==> src/design/jpeg_bit_reader_unstuffing_defines.svh <==
// ---------------------------------------------------------------------------
// JPEG bit reader assertion macros
// Assertion forms used by the bit reader sequencer.
// ---------------------------------------------------------------------------
`ifndef JPEG_BIT_READER_UNSTUFFING_DEFINES_SVH
`define JPEG_BIT_READER_UNSTUFFING_DEFINES_SVH

// Same-cycle implication, disabled during reset.
`define JBR_ASSERT_IMPL(lbl, clk, rst_n, ante, cons, msg) \
  lbl: assert property (@(posedge clk) disable iff (!rst_n) (ante) |-> (cons)) \
    else $error(msg);

// Next-cycle implication, disabled during reset.
`define JBR_ASSERT_NEXT(lbl, clk, rst_n, ante, cons, msg) \
  lbl: assert property (@(posedge clk) disable iff (!rst_n) (ante) |=> (cons)) \
    else $error(msg);

`endif

==> src/design/jbr_pkg.sv <==
`timescale 1ns / 1ps
// ---------------------------------------------------------------------------
// JPEG bit reader package
// Field widths, command codes and the word types shared by the modules.
// ---------------------------------------------------------------------------
package jbr_pkg;

  localparam int VALUE_W = 32;
  localparam int COUNT_W = 6;
  localparam int BYTE_W  = 8;

  localparam logic              CMD_LOAD   = 1'b0;
  localparam logic              CMD_READ   = 1'b1;
  localparam logic [BYTE_W-1:0] STUFF_BYTE = 8'hFF;
  localparam logic [BYTE_W-1:0] ZERO_BYTE  = 8'h00;

  typedef struct packed {
    logic               command;
    logic [BYTE_W-1:0]  data_byte;
    logic [COUNT_W-1:0] bit_count;
    logic               discard_stuffing;
  } jbr_item_t;

  typedef struct packed {
    logic [VALUE_W-1:0] value;
    logic [COUNT_W-1:0] bits_read;
    logic               load_dropped;
    logic               stream_empty;
  } jbr_result_t;

endpackage

==> src/design/jbr_seq.sv <==
`timescale 1ns / 1ps
`include "jpeg_bit_reader_unstuffing_defines.svh"
// ---------------------------------------------------------------------------
// JPEG bit reader sequencer
// Runs loads and reads on the byte store, a read taking one byte per cycle.
// ---------------------------------------------------------------------------
module jbr_seq
  import jbr_pkg::*;
#(
  parameter int BUFFER_BYTES  = 4096,
  parameter int MAX_READ_BITS = 32,
  parameter int AW            = 12,
  parameter int HW            = 13
) (
  input  logic              clk,
  input  logic              rst_n,
  input  logic              in_valid,
  output logic              in_ready,
  input  jbr_item_t         item,
  output logic              res_valid,
  input  logic              res_take,
  output jbr_result_t       res,
  output logic              mem_wr_en,
  output logic [AW-1:0]     mem_wr_addr,
  output logic [BYTE_W-1:0] mem_wr_data,
  output logic [AW-1:0]     mem_rd_addr,
  input  logic [BYTE_W-1:0] mem_rd_data
);

  typedef enum logic [1:0] {
    S_IDLE,
    S_BYTE,
    S_PUT
  } state_t;

  state_t             state_r, state_nxt;
  logic [AW-1:0]      rd_idx_r, rd_idx_nxt;
  logic [AW-1:0]      wr_idx_r, wr_idx_nxt;
  logic [HW-1:0]      held_r, held_nxt;
  logic [2:0]         bitpos_r, bitpos_nxt;
  logic [BYTE_W-1:0]  prev_r, prev_nxt;
  logic               prev_vld_r, prev_vld_nxt;
  logic               disc_r, disc_nxt;
  logic [COUNT_W-1:0] want_r, want_nxt;
  logic [COUNT_W-1:0] got_r, got_nxt;
  logic [VALUE_W-1:0] value_r, value_nxt;
  logic               drop_r, drop_nxt;

  logic               in_acc;
  logic               full;
  logic [COUNT_W-1:0] want_sat;
  logic               skip;
  logic [3:0]         avail;
  logic [COUNT_W-1:0] remain;
  logic [3:0]         take;
  logic [BYTE_W-1:0]  aligned;
  logic [VALUE_W-1:0] chunk;
  logic [4:0]         shamt;
  logic               ends;
  logic [COUNT_W-1:0] got_sum;

  function automatic logic [AW-1:0] next_slot(input logic [AW-1:0] idx);
    next_slot = (idx == AW'(BUFFER_BYTES - 1)) ? '0 : idx + 1'b1;
  endfunction

  assign in_ready = (state_r == S_IDLE);
  assign in_acc   = in_valid && in_ready;
  assign full     = (held_r == HW'(BUFFER_BYTES));
  assign want_sat = (item.bit_count > COUNT_W'(MAX_READ_BITS)) ?
                    COUNT_W'(MAX_READ_BITS) : item.bit_count;

  assign skip    = disc_r && prev_vld_r && (bitpos_r == 3'd0) &&
                   (prev_r == STUFF_BYTE) && (mem_rd_data == ZERO_BYTE);
  assign avail   = 4'd8 - {1'b0, bitpos_r};
  assign remain  = want_r - got_r;
  assign take    = (remain < {2'b00, avail}) ? remain[3:0] : avail;
  assign aligned = mem_rd_data << bitpos_r;
  assign chunk   = {{(VALUE_W-BYTE_W){1'b0}}, aligned} >> (4'd8 - take);
  assign shamt   = 5'(remain - {2'b00, take});
  assign ends    = (({1'b0, bitpos_r} + take) == 4'd8);
  assign got_sum = got_r + {2'b00, take};

  always_comb begin
    state_nxt    = state_r;
    rd_idx_nxt   = rd_idx_r;
    wr_idx_nxt   = wr_idx_r;
    held_nxt     = held_r;
    bitpos_nxt   = bitpos_r;
    prev_nxt     = prev_r;
    prev_vld_nxt = prev_vld_r;
    disc_nxt     = disc_r;
    want_nxt     = want_r;
    got_nxt      = got_r;
    value_nxt    = value_r;
    drop_nxt     = drop_r;
    mem_wr_en    = 1'b0;
    unique case (state_r)
      S_IDLE: begin
        if (in_acc) begin
          got_nxt   = '0;
          value_nxt = '0;
          drop_nxt  = 1'b0;
          state_nxt = S_PUT;
          if (item.command == CMD_LOAD) begin
            if (full) begin
              drop_nxt = 1'b1;
            end else begin
              mem_wr_en  = 1'b1;
              wr_idx_nxt = next_slot(wr_idx_r);
              held_nxt   = held_r + 1'b1;
            end
          end else begin
            want_nxt = want_sat;
            disc_nxt = item.discard_stuffing;
            if ((want_sat != '0) && (held_r != '0)) begin
              state_nxt = S_BYTE;
            end
          end
        end
      end
      S_BYTE: begin
        if (skip) begin
          prev_nxt     = mem_rd_data;
          prev_vld_nxt = 1'b1;
          rd_idx_nxt   = next_slot(rd_idx_r);
          held_nxt     = held_r - 1'b1;
          bitpos_nxt   = 3'd0;
          if (held_r == HW'(1)) begin
            state_nxt = S_PUT;
          end
        end else begin
          value_nxt = value_r | (chunk << shamt);
          got_nxt   = got_sum;
          if (ends) begin
            prev_nxt     = mem_rd_data;
            prev_vld_nxt = 1'b1;
            rd_idx_nxt   = next_slot(rd_idx_r);
            held_nxt     = held_r - 1'b1;
            bitpos_nxt   = 3'd0;
          end else begin
            bitpos_nxt = 3'(bitpos_r + take[2:0]);
          end
          if ((got_sum == want_r) || (ends && (held_r == HW'(1)))) begin
            state_nxt = S_PUT;
          end
        end
      end
      S_PUT: begin
        if (res_take) begin
          state_nxt = S_IDLE;
        end
      end
      default: begin
        state_nxt = S_IDLE;
      end
    endcase
  end

  always_ff @(posedge clk) begin
    if (!rst_n) begin
      state_r    <= S_IDLE;
      rd_idx_r   <= '0;
      wr_idx_r   <= '0;
      held_r     <= '0;
      bitpos_r   <= '0;
      prev_r     <= '0;
      prev_vld_r <= 1'b0;
    end else begin
      state_r    <= state_nxt;
      rd_idx_r   <= rd_idx_nxt;
      wr_idx_r   <= wr_idx_nxt;
      held_r     <= held_nxt;
      bitpos_r   <= bitpos_nxt;
      prev_r     <= prev_nxt;
      prev_vld_r <= prev_vld_nxt;
    end
    disc_r  <= disc_nxt;
    want_r  <= want_nxt;
    got_r   <= got_nxt;
    value_r <= value_nxt;
    drop_r  <= drop_nxt;
  end

  assign mem_wr_addr = wr_idx_r;
  assign mem_wr_data = item.data_byte;
  assign mem_rd_addr = rd_idx_nxt;

  assign res_valid        = (state_r == S_PUT);
  assign res.value        = value_r;
  assign res.bits_read    = got_r;
  assign res.load_dropped = drop_r;
  assign res.stream_empty = (held_r == '0);

  `JBR_ASSERT_IMPL(a_held_bound, clk, rst_n, 1'b1, held_r <= HW'(BUFFER_BYTES), "held count above store size")
  `JBR_ASSERT_IMPL(a_bitpos_held, clk, rst_n, bitpos_r != 3'd0, held_r != '0, "partial byte with empty store")
  `JBR_ASSERT_IMPL(a_byte_work, clk, rst_n, state_r == S_BYTE, (got_r < want_r) && (held_r != '0), "byte step with nothing left to do")
  `JBR_ASSERT_NEXT(a_load_count, clk, rst_n, in_acc && (item.command == CMD_LOAD) && !full, held_r == $past(held_r) + 1'b1, "accepted load did not grow the store")

endmodule

==> config.mk <==
export PLATFORM = sky130hd
export DESIGN_NAME = jbr_seq
export DESIGN_NICKNAME = d
export VERILOG_FILES = /design/src/design/jbr_pkg.sv /design/src/design/jbr_seq.sv
export VERILOG_INCLUDE_DIRS = /design/src /design/src/design
export SDC_FILE = /design/constraint.sdc
export NUM_CORES = 1
export LEC_CHECK = 0
export BUFFER_PORTS_ARGS = -buffer_cell sky130_fd_sc_hd__buf_4
export CORE_MARGIN = 8
export CORE_UTILIZATION = 49
export CTS_CLUSTER_SIZE = 40
export DETAILED_ROUTE_END_ITERATION = 16
export PLACE_DENSITY_LB_ADDON = 0.1
export RECOVER_POWER = 50
export SLEW_MARGIN = 40
export SYNTH_ARGS = -nofsm -noshare
export SYNTH_HDL_FRONTEND = slang
export SYNTH_SLANG_ARGS = --single-unit
==> constraint.sdc <==
create_clock -name clk -period 7.3 [get_ports clk]
set_input_delay 0.365 -clock clk [delete_from_list [all_inputs] [get_ports clk]]
set_output_delay 0.365 -clock clk [all_outputs]
set_load 0.05 [all_outputs]
Word level (Yosys, flattened, before mapping):

Index checks and enable logic that the tools add are counted.

* add/subtract/negate cells: 11
* magnitude comparators: 2
* equal/unequal tests: 17
* shift operators: 3
* muxes and demuxes: 38
* bitwise logic cells: 3
* reduce and logical (&&, ||, !) cells: 23

Operators with widths (count)
* two-way mux 13 bit: 5
* two-way mux 32 bit: 2
* case mux 32 bit (2 select lines): 1
* two-way mux 12 bit: 5
* OR 32 bit: 1
* left shift 32 x 5 -> 32 bit: 1
* >> shifter 8 x 4 -> 32 bit: 1
* case mux 13 bit (2 select lines): 1
* adder 12 x 1 -> 12 bit (second input constant): 2
* == test 12 bit (second input constant): 2
* two-way mux 6 bit: 3
* two-way mux 8 bit: 2
* two-way mux 2 bit: 7
* adder 13 x 1 -> 13 bit (second input constant): 1
* == test 13 x 1 -> 1 bit (second input constant): 1
* == test 13 bit (second input constant): 1
* logical NOT 13 bit: 1
* nonzero test 13 bit: 1
* subtractor 13 x 1 -> 13 bit (second input constant): 1
* case mux 6 bit (2 select lines): 1
* != test 3 bit (second input constant): 3
* == test 8 bit (second input constant): 1
* logical NOT 8 bit: 1
* AND reduction 4 bit: 2
* other kinds (30): 50

* register bits: 97
* output and inout bits: 75

Depth between registers and ports, before layout:

Gate-level depths: netlist of run 1.

* depth after elaboration: 10
* depth in mapped cells: 26

Worst setup path before layout of run 1:

No wires, ideal clock.

* kind: flip-flop to output port
* start: reg got_r[1]
* end: out mem_rd_addr[11]
* data arrival time: 6.923 ns
* data required time: 6.935 ns
* setup slack: 0.012 ns
* stages on the path, launching flop included: 19
* path buffers: 1
* cell sequence: edfxtp_1 > inv_1 > ha_1 > nor2b_1 > o31a_1 > a21oi_1 > ha_1 > o21ai_0 > a21oi_1 > nor4_4 > nand3_1 > clkbuf_1 > o21ai_0 > fa_1 > or3_1 > a211o_1 > nand3_1 > nand2_1 > o41ai_1

* cells in the longest elaborated chain, start to end: 8

Ends and longest elaborated chain
* from (decl): line jbr_seq.sv:45 `logic [COUNT_W-1:0] got_r, got_nxt;`
* from (signal assigned): line jbr_seq.sv:179 `got_r <= got_nxt;`
* subtractor 6 bit (*): line jbr_seq.sv:75 `assign remain = want_r - got_r;`
* < comparator 6 x 4 -> 1 bit: line jbr_seq.sv:76 `assign take = (remain < {2'b00, avail}) ? remain[3:0] : avail;`
* two-way mux 4 bit (*): line jbr_seq.sv:76
* adder 3 x 4 -> 4 bit (*): line jbr_seq.sv:80 `assign ends = (({1'b0, bitpos_r} + take) == 4'd8);`
* == test 4 bit (*): line jbr_seq.sv:80
* two-way mux 12 bit (*): line jbr_seq.sv:134 `if (ends) begin`
* two-way mux 12 bit (*): line jbr_seq.sv:122 `if (skip) begin`
* two-way mux 12 bit (*): line jbr_seq.sv:97 `unique case (state_r)`
* to (decl): line jbr_seq.sv:26 `output logic [AW-1:0] mem_rd_addr,`

Every way passes the cells marked *; elsewhere a longest branch is shown, timed or not.

Final worst setup path of run 1:

Ends and elaborated chain as after synthesis.

==> impl_metrics.json, run 1 <==
{
  "synth_top_area_share_pct": 19.7,
  "synth_edf_count": 46,
  "end_kind": "output port",
  "row_count": 43,
  "post_cts_resized": 0,
  "cts_max_path_buffers": 2,
  "critical_path_class": "reg -> out",
  "gr-usage-met2_pct": 34.6,
  "internal_power_mw": 1.67,
  "drt_wl_total_um": 19400,
  "rsz0062_at_grt": "false",
  "met1_usage_pct": 26.9,
  "yosysTopAreaCell": "edfxtp_1",
  "finalHoldViolCount": 0,
  "crit_arrival_ns": 6.25,
  "grtUsageTotal_pct": 21.3,
  "place_area_um2": 7790,
  "diodes": 0,
  "worstMarginPinSlew_ns": 2.27,
  "ys_types": 83,
  "antenna_found_initial": 0,
  "postSynthCellCount": 792,
  "fin_crit_ns": 6.61,
  "grt_pass1_wl_um": 31900,
  "routedWlPerCell_um": 18.6,
  "start_util_pct": 50.4,
  "hold_depth": 1,
  "outcome": "finished with violations",
  "ys.flop_type": "dfxtp_1",
  "drv_slew": 39,
  "yosys.area_share.adder_pct": 6.13,
  "clk_pin_slew_ns": 0.08,
  "seqPwrFrac_pct": 19.6,
  "powerDensity_nw_per_um2": 444,
  "violations": "capacitance limit, slew limit",
  "cts-buffers-inserted": 9,
  "worst_r2r_path_depth": 24,
  "peakVddDrop_mv": 0.183,
  "layout.nets": 914,
  "ys_seq_area_share_pct": 34.2,
  "synth_compound_area_share_pct": 22.8,
  "synth_seq_cells": 97,
  "hpwl_um": 14100,
  "die_w_um": 136,
  "drc": 0,
  "synth_xor_area_share_pct": 6.45,
  "port-buffer-count": 86,
  "grt_max_degree": 46,
  "gp_congestion": 0.994,
  "multi_input_comb_area_um2": 4300,
  "htreeDepth": 3,
  "synthTopCellsByArea": "edfxtp_1 (20%), dfxtp_1 (15%), ha_1 (5.0%)",
  "grt_pass1_vias": 6346,
  "slew_headroom_pct": -51.3,
  "cp_max_fo": 19,
  "p_sw_share_pct": 52.5,
  "synth_top_family_by_area": "compound AO/OA/AOI/OAI gates",
  "p_switching_mw": 1.84,
  "num-fill-cells": 1298,
  "async_flop_share_pct": 0,
  "postRouteAntennaNets": 0,
  "seqCellArea_um2": 2400,
  "synth.area.mux_share_pct": 3.53,
  "drtIter0Drc": 527,
  "ios": 103,
  "finClkSkew_ns": 0.00996,
  "cts_root_buffer": "clkbuf_16",
  "core_um2": 13900,
  "die_y_um": 136,
  "hold_class": "in -> reg",
  "post_cts_buffers": 0,
  "postCtsHoldBufs": 0,
  "critical_path_required_ns": 6.93,
  "setup_viol": 0,
  "comb_power_share_pct": 65.5,
  "utilization_pct": 56.7,
  "yosys_warnings": 0,
  "viasPerCell": 6.19,
  "clkLatencyLatePin_ns": 0.36,
  "netlist_area_um2": 7030,
  "syn2layout_area_growth_pct": 12.5,
  "final_cell_area_um2": 7900,
  "top_usage_layer": "met2",
  "cts_num_sinks": 97,
  "fmax_mhz": 151,
  "clockPowerShare_pct": 14.9,
  "p_leak_nw": 2.93,
  "syn_avg_cell_area_um2": 8.87,
  "drive_above_1_share_pct": 10.5,
  "drv_cap": 1,
  "grt.overflow.total": 0,
  "cp-start-kind": "flop",
  "hold_ws_ns": 0.207,
  "met3_usage_pct": 4.30,
  "vias": 6432,
  "drtPass1Iterations": 7,
  "yosys.area_share.simple_pct": 22.1,
  "synthesis.nets": 852,
  "dieArea_um2": 18400,
  "cts_tree": "yes",
  "post-route-period-util_pct": 90.6,
  "fin_tns_setup_ns": 0
}
[cells in the mapped netlist, drive strengths merged, types with 20 or more instances]
cell	count
nand3	29
edfxtp	46
o21ai	40
xor2	20
inv	30
nor2	56
xnor2	30
nor3	29
dfxtp	51
nand2	77
ha	28
and2	31
clkbuf	32
a21oi	25
[worst max-delay path: stages (launching register included)]
cell      delay (ns)
edfxtp_1        0.48
inv_1           0.08
ha_1            0.28
nor2b_1         0.15
o31a_1          0.28
a21oi_1         0.36
ha_1            0.30
o21ai_0         0.07
a21oi_1         0.10
nor4_4          0.46
and3_1          0.41
nor2_1          0.15
ha_1            0.27
fa_1            0.39
xor2_1          0.18
or3_1           0.33
a211o_1         0.31
nand3_1         0.12
nand2_1         0.36
o41ai_1         0.53
buf_4           0.27
[final cells by class]
| type | count | share of cell area, % |
|---|---|---|
| Clock inverter | 6 | 0.950 |
| Inverter | 31 | 1.47 |
| Clock buffer | 10 | 3.17 |
| Timing Repair Buffer | 99 | 6.74 |
| Tap cell | 180 | 2.85 |
| Multi-Input combinational cell | 616 | 54.4 |
| Sequential cell | 97 | 30.4 |
[final timing paths]
path	slack [ns]	to	startpoint
worst max-delay path	0.69	mem_rd_addr[11]	got_r[1]
worst min-delay path	0.21	disc_r	item[0]
worst max register to register	0.92	value_r[26]	got_r[1]
worst min register to register	0.46	prev_vld_r	prev_vld_r
[registers in the layout, indices dropped and copies added, names as in the netlist, 2 cells and up]
name / flops
state_r: 2
got_r: 6
bitpos_r: 3
rd_idx_r: 12
want_r: 6
value_r: 32
mem_wr_addr: 12
held_r: 13
prev_r: 8
[power groups by stage]
stage | Combinational (mW) | Sequential (mW) | Clock (mW)
after floorplan | 1.56 | 0.827 | 0
after global placement | 2.25 | 0.695 | 0
after detailed placement | 2.29 | 0.698 | 0
after CTS | 2.30 | 0.686 | 0.530
after global routing | 2.48 | 0.695 | 0.551
final | 2.30 | 0.687 | 0.524
[routing by layer]
layer	share of wire (%)	wire length [µm]	up-vias
met5	0	0	-
met4	2.4	461	0
met3	6.3	1220	39
met2	48	9370	236
met1	43	8320	3094
li1	-	-	3063
[layout by cell type (no fill, tap or decap), drive strengths merged, types with 5 or more instances in the layout]
cell type,count
nand2,77
a21oi,25
and3,11
buf,42
nor2,56
o21a,5
dfxtp,51
mux2i,10
o22ai,7
o211ai,7
nand2b,8
or3,9
clkbuf,67
o21ai,40
a31oi,17
a21o,10
xnor2,30
a32oi,7
a21boi,16
nor4,8
mux4,5
and4,5
ha,28
inv,31
nor3,29
nand4,12
a22o,12
nor2b,15
nand3,29
o31ai,12
and2,31
xor2,20
edfxtp,46
[per-stage QoR]
stage / setup WS (ns) / instances / power [mW]
2_1_floorplan: 0.0120 / 792 / 2.39
3_3_place_gp: 1.09 / 1023 / 2.95
3_5_place_dp: 0.872 / 1023 / 2.98
4_1_cts: 0.610 / 1039 / 3.52
5_1_grt: 0.127 / 1039 / 3.73
6_report: 0.688 / 1039 / 3.51
[logic make-up (layout without fill, tap and decap cells)]
logic type               after synthesis  after routing
AND/OR/NAND/NOR                      303            303
AO/OA/AOI/OAI                        214            214
flip-flops                            97             97
buffers and inverters                 79            146
XOR/XNOR                              50             50
adder cells (fa/ha/maj)               32             32
multiplexers                          17             17
Power figures use the tool's default switching activity.
==> inputs of run 2 (changes only) <==
REMOVE_ABC_BUFFERS = 1   (was not set)
==> impl_metrics.json, run 2 (same netlist as run 1, synthesis figures left out) <==
{
  "rsz0062_at_grt": "false",
  "vias": 6370,
  "critPathTopFamily": "compound AO/OA/AOI/OAI gates",
  "hpwl_um": 14100,
  "cts_tree": "yes",
  "layout.nets": 916,
  "die_w_um": 136,
  "cts_max_path_buffers": 2,
  "cp_num_cells": 19,
  "mostFrequentLayoutCell": "nand2_1",
  "grt_max_degree": 46,
  "min_to": "disc_r",
  "worstHoldStart": "item[0]",
  "cpMostUsedCell": "ha_1",
  "routedWlPerCell_um": 18.4,
  "reg2reg_to": "value_r[26]",
  "postRouteAntennaNets": 0,
  "slew_headroom_pct": -46.2,
  "worstMarginPinSlew_ns": 2.19,
  "critical_path_class": "reg -> out",
  "num-fill-cells": 1312,
  "htreeDepth": 3,
  "cts-buffers-inserted": 9,
  "drt_wl_total_um": 19200,
  "cts_root_buffer": "clkbuf_16",
  "top_regs": "value_r (32), held_r (13)",
  "grt_pass1_wl_um": 30900,
  "setup_viol": 0,
  "die_y_um": 136,
  "grt.overflow.total": 0,
  "clkLatencyLatePin_ns": 0.35,
  "grtUsageTotal_pct": 20.6,
  "outcome": "finished with violations",
  "grt_pass1_vias": 6121,
  "drv_slew": 39,
  "post-route-period-util_pct": 92.6,
  "worst_r2r_path_depth": 22,
  "antenna_found_initial": 0,
  "fin_crit_ns": 6.76,
  "crit_buf_inv": 2,
  "core_um2": 13900,
  "dieArea_um2": 18400,
  "drtIter0Drc": 681,
  "path_cells": "inv_1, ha_1, nor2b_1, o31a_1, a21oi_1, ha_1, o21ai_0, a21oi_1, nor4_4, a31oi_2, nor2_2, ha_1, fa_1, or3_1, a211o_1, nand3_1, nand2_1, o41ai_1, buf_4",
  "critical_path_required_ns": 6.93,
  "critPathMaxStageDelay_ns": 0.54,
  "end_kind": "output port",
  "p_leak_nw": 2.93,
  "syn2layout_area_growth_pct": 12.4,
  "port-buffer-count": 86,
  "fmax_mhz": 148,
  "fin_ws_ns": 0.537,
  "rrSetupSlack_ns": 0.67,
  "finalHoldViolCount": 0,
  "hold_depth": 1,
  "largest_reg_flops": 32,
  "post_cts_buffers": 0,
  "crit_arrival_ns": 6.40,
  "finClkSkew_ns": 0.00939,
  "ios": 103,
  "row_count": 43,
  "gp_congestion": 0.858,
  "drive_above_1_share_pct": 10.7,
  "r2r_start": "got_r[1]",
  "clk_pin_slew_ns": 0.07,
  "cts_num_sinks": 97,
  "slowest_stage": "o41ai_1",
  "drc": 0,
  "start_util_pct": 50.4,
  "cp-start-kind": "flop",
  "diodes": 0,
  "utilization_pct": 56.7,
  "cp_max_fo": 19,
  "powerDensity_nw_per_um2": 443,
  "final_cell_mix": "nand2_1 (77), clkbuf_1 (56), nor2_1 (53), dfxtp_1 (51), edfxtp_1 (46)",
  "pre_cts_ws_ns": 0.808,
  "startpoint": "got_r[1]",
  "viasPerCell": 6.12,
  "hold_class": "in -> reg",
  "regMostFlops": "value_r",
  "violations": "capacitance limit, slew limit",
  "drtPass1Iterations": 6,
  "peakVddDrop_mv": 0.212,
  "drv_cap": 1
}
run 2: cell types whose count changed in the layout (fill, tap and decap cells not counted), sizes merged:
| cell | delta |
|---|---|
| clkbuf | -1 |
| inv | +1 |
| buf | +2 |
| clkinv | -1 |
| clkinvlp | +1 |
run 2: through the flow:
step                TNS, ns  instances  power (mW)  hold slack, ns  area, µm²
floorplan             -1.25        744        2.34           0.433       6800
global placement          0       1025        2.97           0.441       7790
detailed placement        0       1025        3.00           0.460       7790
CTS                       0       1041        3.51           0.185       8100
global route              0       1041        3.71           0.211       7900
finish                    0       1041        3.50           0.218       7900
run 2: final cells by class:
class	instances	area, µm²	share of cell area [%]
Multi-Input combinational cell	616	4300	54.5
Clock buffer	9	225	2.85
Sequential cell	97	2400	30.4
Tap cell	180	225	2.85
Timing Repair Buffer	101	548	6.94
Inverter	31	116	1.47
Clock inverter	7	77.6	0.982
run 2: how the worst max path moves through the flow:
stage,endpoint,slack (ns)
after floorplan,mem_rd_addr[11],-0.27
after global placement,value_r[26],0.73
after detailed placement,value_r[26],0.81
after CTS,mem_rd_addr[11],0.42
after global routing,mem_rd_addr[11],0.05
final,mem_rd_addr[11],0.54
run 2: power breakdown:
group          leakage (nW)  internal, mW  switching, mW
Combinational          1.92         0.745           1.58
Sequential            0.870         0.642         0.0444
Clock                 0.142         0.269          0.223
run 2: routing by layer:
layer | global-route usage [%] | share of wire, %
met5 | 0 | 0
met4 | 6.72 | 1.6
met3 | 4.86 | 6.0
met2 | 34.1 | 49
met1 | 25.8 | 44
run 2: what timing repair did:
action	CTS	global route
gates resized for setup	0	1
endpoints found under the setup margin	0	1
hold buffers	0	0
==> inputs of run 3 (changes only) <==
PLACE_DENSITY = 0.7   (was not set)
PLACE_DENSITY_LB_ADDON = not set   (was 0.1)
==> impl_metrics.json, run 3 (same netlist as run 1, synthesis figures left out) <==
{
  "outcome": "finished with violations",
  "violations": "capacitance limit, slew limit",
  "drtIter0Drc": 698,
  "final_cell_area_um2": 7870,
  "critPathMaxStageDelay_ns": 0.48,
  "hold_class": "in -> reg",
  "gp_congestion": 0.919,
  "die_y_um": 136,
  "finalHoldViolCount": 0,
  "critical_path_required_ns": 6.93,
  "cts_num_sinks": 97,
  "routedWlPerCell_um": 17.9,
  "drc": 0,
  "fin_crit_ns": 6.72,
  "grtUsageTotal_pct": 20.1,
  "vias": 6404,
  "diodes": 0,
  "cp_num_cells": 20,
  "rsz0062_at_grt": "false",
  "fin_tns_setup_ns": 0,
  "postCtsHoldBufs": 0,
  "grt.overflow.total": 0,
  "largest_reg_flops": 32,
  "port-buffer-count": 86,
  "cts-buffers-inserted": 9,
  "pre_cts_ws_ns": 0.924,
  "regMostFlops": "value_r",
  "crit_arrival_ns": 6.35,
  "clkLatencyLatePin_ns": 0.35,
  "utilization_pct": 56.5,
  "core_um2": 13900,
  "slew_headroom_pct": -42.6,
  "cts_tree": "yes",
  "drtPass1Iterations": 7,
  "p_leak_nw": 2.91,
  "antenna_found_initial": 0,
  "drive_above_1_share_pct": 10.5,
  "grt_pass1_wl_um": 30300,
  "reg2reg_to": "value_r[26]",
  "r2r_start": "got_r[0]",
  "worstMarginPinSlew_ns": 2.14,
  "grt_max_degree": 46,
  "slowest_stage": "nor4_4",
  "drv_slew": 39,
  "end_kind": "output port",
  "ios": 103,
  "drv_cap": 1,
  "clk_pin_slew_ns": 0.07,
  "htreeDepth": 3,
  "grt_pass1_vias": 6166,
  "cts_max_path_buffers": 2,
  "dieArea_um2": 18400,
  "setup_viol": 0,
  "mostFrequentLayoutCell": "nand2_1",
  "postRouteAntennaNets": 0,
  "powerDensity_nw_per_um2": 434,
  "path_cells": "ha_1, fa_1, xor2_1, inv_1, ha_1, o21ai_0, a21oi_1, nor4_4, a31oi_2, nor2_1, ha_1, fa_1, or3_1, a211o_1, a31oi_1, buf_4, and3_1, and4_1, xor2_1, buf_4",
  "rrSetupSlack_ns": 0.85,
  "critPathTopFamily": "simple AND/OR/NAND/NOR gates",
  "final-instance-count-excl-fill": 1038,
  "cp_max_fo": 13,
  "post-route-period-util_pct": 92.0,
  "post_cts_resized": 0,
  "finClkSkew_ns": 0.00961,
  "crit_buf_inv": 3,
  "worst_r2r_path_depth": 21,
  "startpoint": "got_r[0]",
  "post_cts_buffers": 0,
  "hpwl_um": 13900,
  "peakVddDrop_mv": 0.232,
  "row_count": 43,
  "hold_depth": 1,
  "drt_wl_total_um": 18600,
  "viasPerCell": 6.17,
  "top_regs": "value_r (32), held_r (13)",
  "cpMostUsedCell": "ha_1",
  "cp-start-kind": "flop",
  "place_area_um2": 7780,
  "fmax_mhz": 149,
  "start_util_pct": 50.4,
  "layout.nets": 913,
  "crit_end": "mem_rd_addr[8]",
  "cts_root_buffer": "clkbuf_16",
  "place_inst": 1022,
  "die_w_um": 136,
  "final_cell_mix": "nand2_1 (77), clkbuf_1 (56), nor2_1 (54), dfxtp_1 (51), edfxtp_1 (46)",
  "fin_ws_ns": 0.580,
  "critical_path_class": "reg -> out",
  "syn2layout_area_growth_pct": 12.0
}
[run 3: cell types whose count changed in the layout (fill, tap and decap cells not counted), sizes merged]
cell / before / now
buf: 44 / 41
bufinv: 1 / 0
clkinvlp: 2 / 3
[run 3: worst min path at each step]
stage / from / slack (ns) / endpoint
4_1_cts: item[0] / 0.18 / disc_r
3_5_place_dp: prev_vld_r / 0.45 / prev_vld_r
2_1_floorplan: prev_vld_r / 0.43 / prev_vld_r
6_report: item[0] / 0.21 / disc_r
5_1_grt: item[0] / 0.20 / disc_r
3_3_place_gp: prev_vld_r / 0.44 / prev_vld_r
[run 3: stage by stage]
stage / power, mW / hold WS (ns)
floorplan: 2.34 / 0.433
global placement: 2.92 / 0.439
detailed placement: 2.95 / 0.451
CTS: 3.42 / 0.180
global route: 3.63 / 0.202
finish: 3.42 / 0.210
[run 3: area by class of cell]
cell class | instances | area [µm²]
Multi-Input combinational cell | 616 | 4310
Fill cell | 1279 | 6070
Inverter | 31 | 116
Tap cell | 180 | 225
Sequential cell | 97 | 2400
Clock buffer | 9 | 225
Clock inverter | 7 | 65.1
Timing Repair Buffer | 98 | 526
[run 3: layer usage]
metal  track usage (%)  part of all wire [%]  vias to the layer above
li1                  -                     -                     3072
met1              24.4                    43                     3034
met2              32.6                    47                      248
met3              5.08                   6.3                       50
met4              9.13                   3.0                        0
met5                 0                     0                        -
[run 3: where the power goes]
part	switching, mW	internal [mW]	leakage [nW]
sequential	0.0445	0.642	0.870
clock	0.228	0.237	0.131
combinational	1.54	0.727	1.90
total	1.81	1.61	2.91
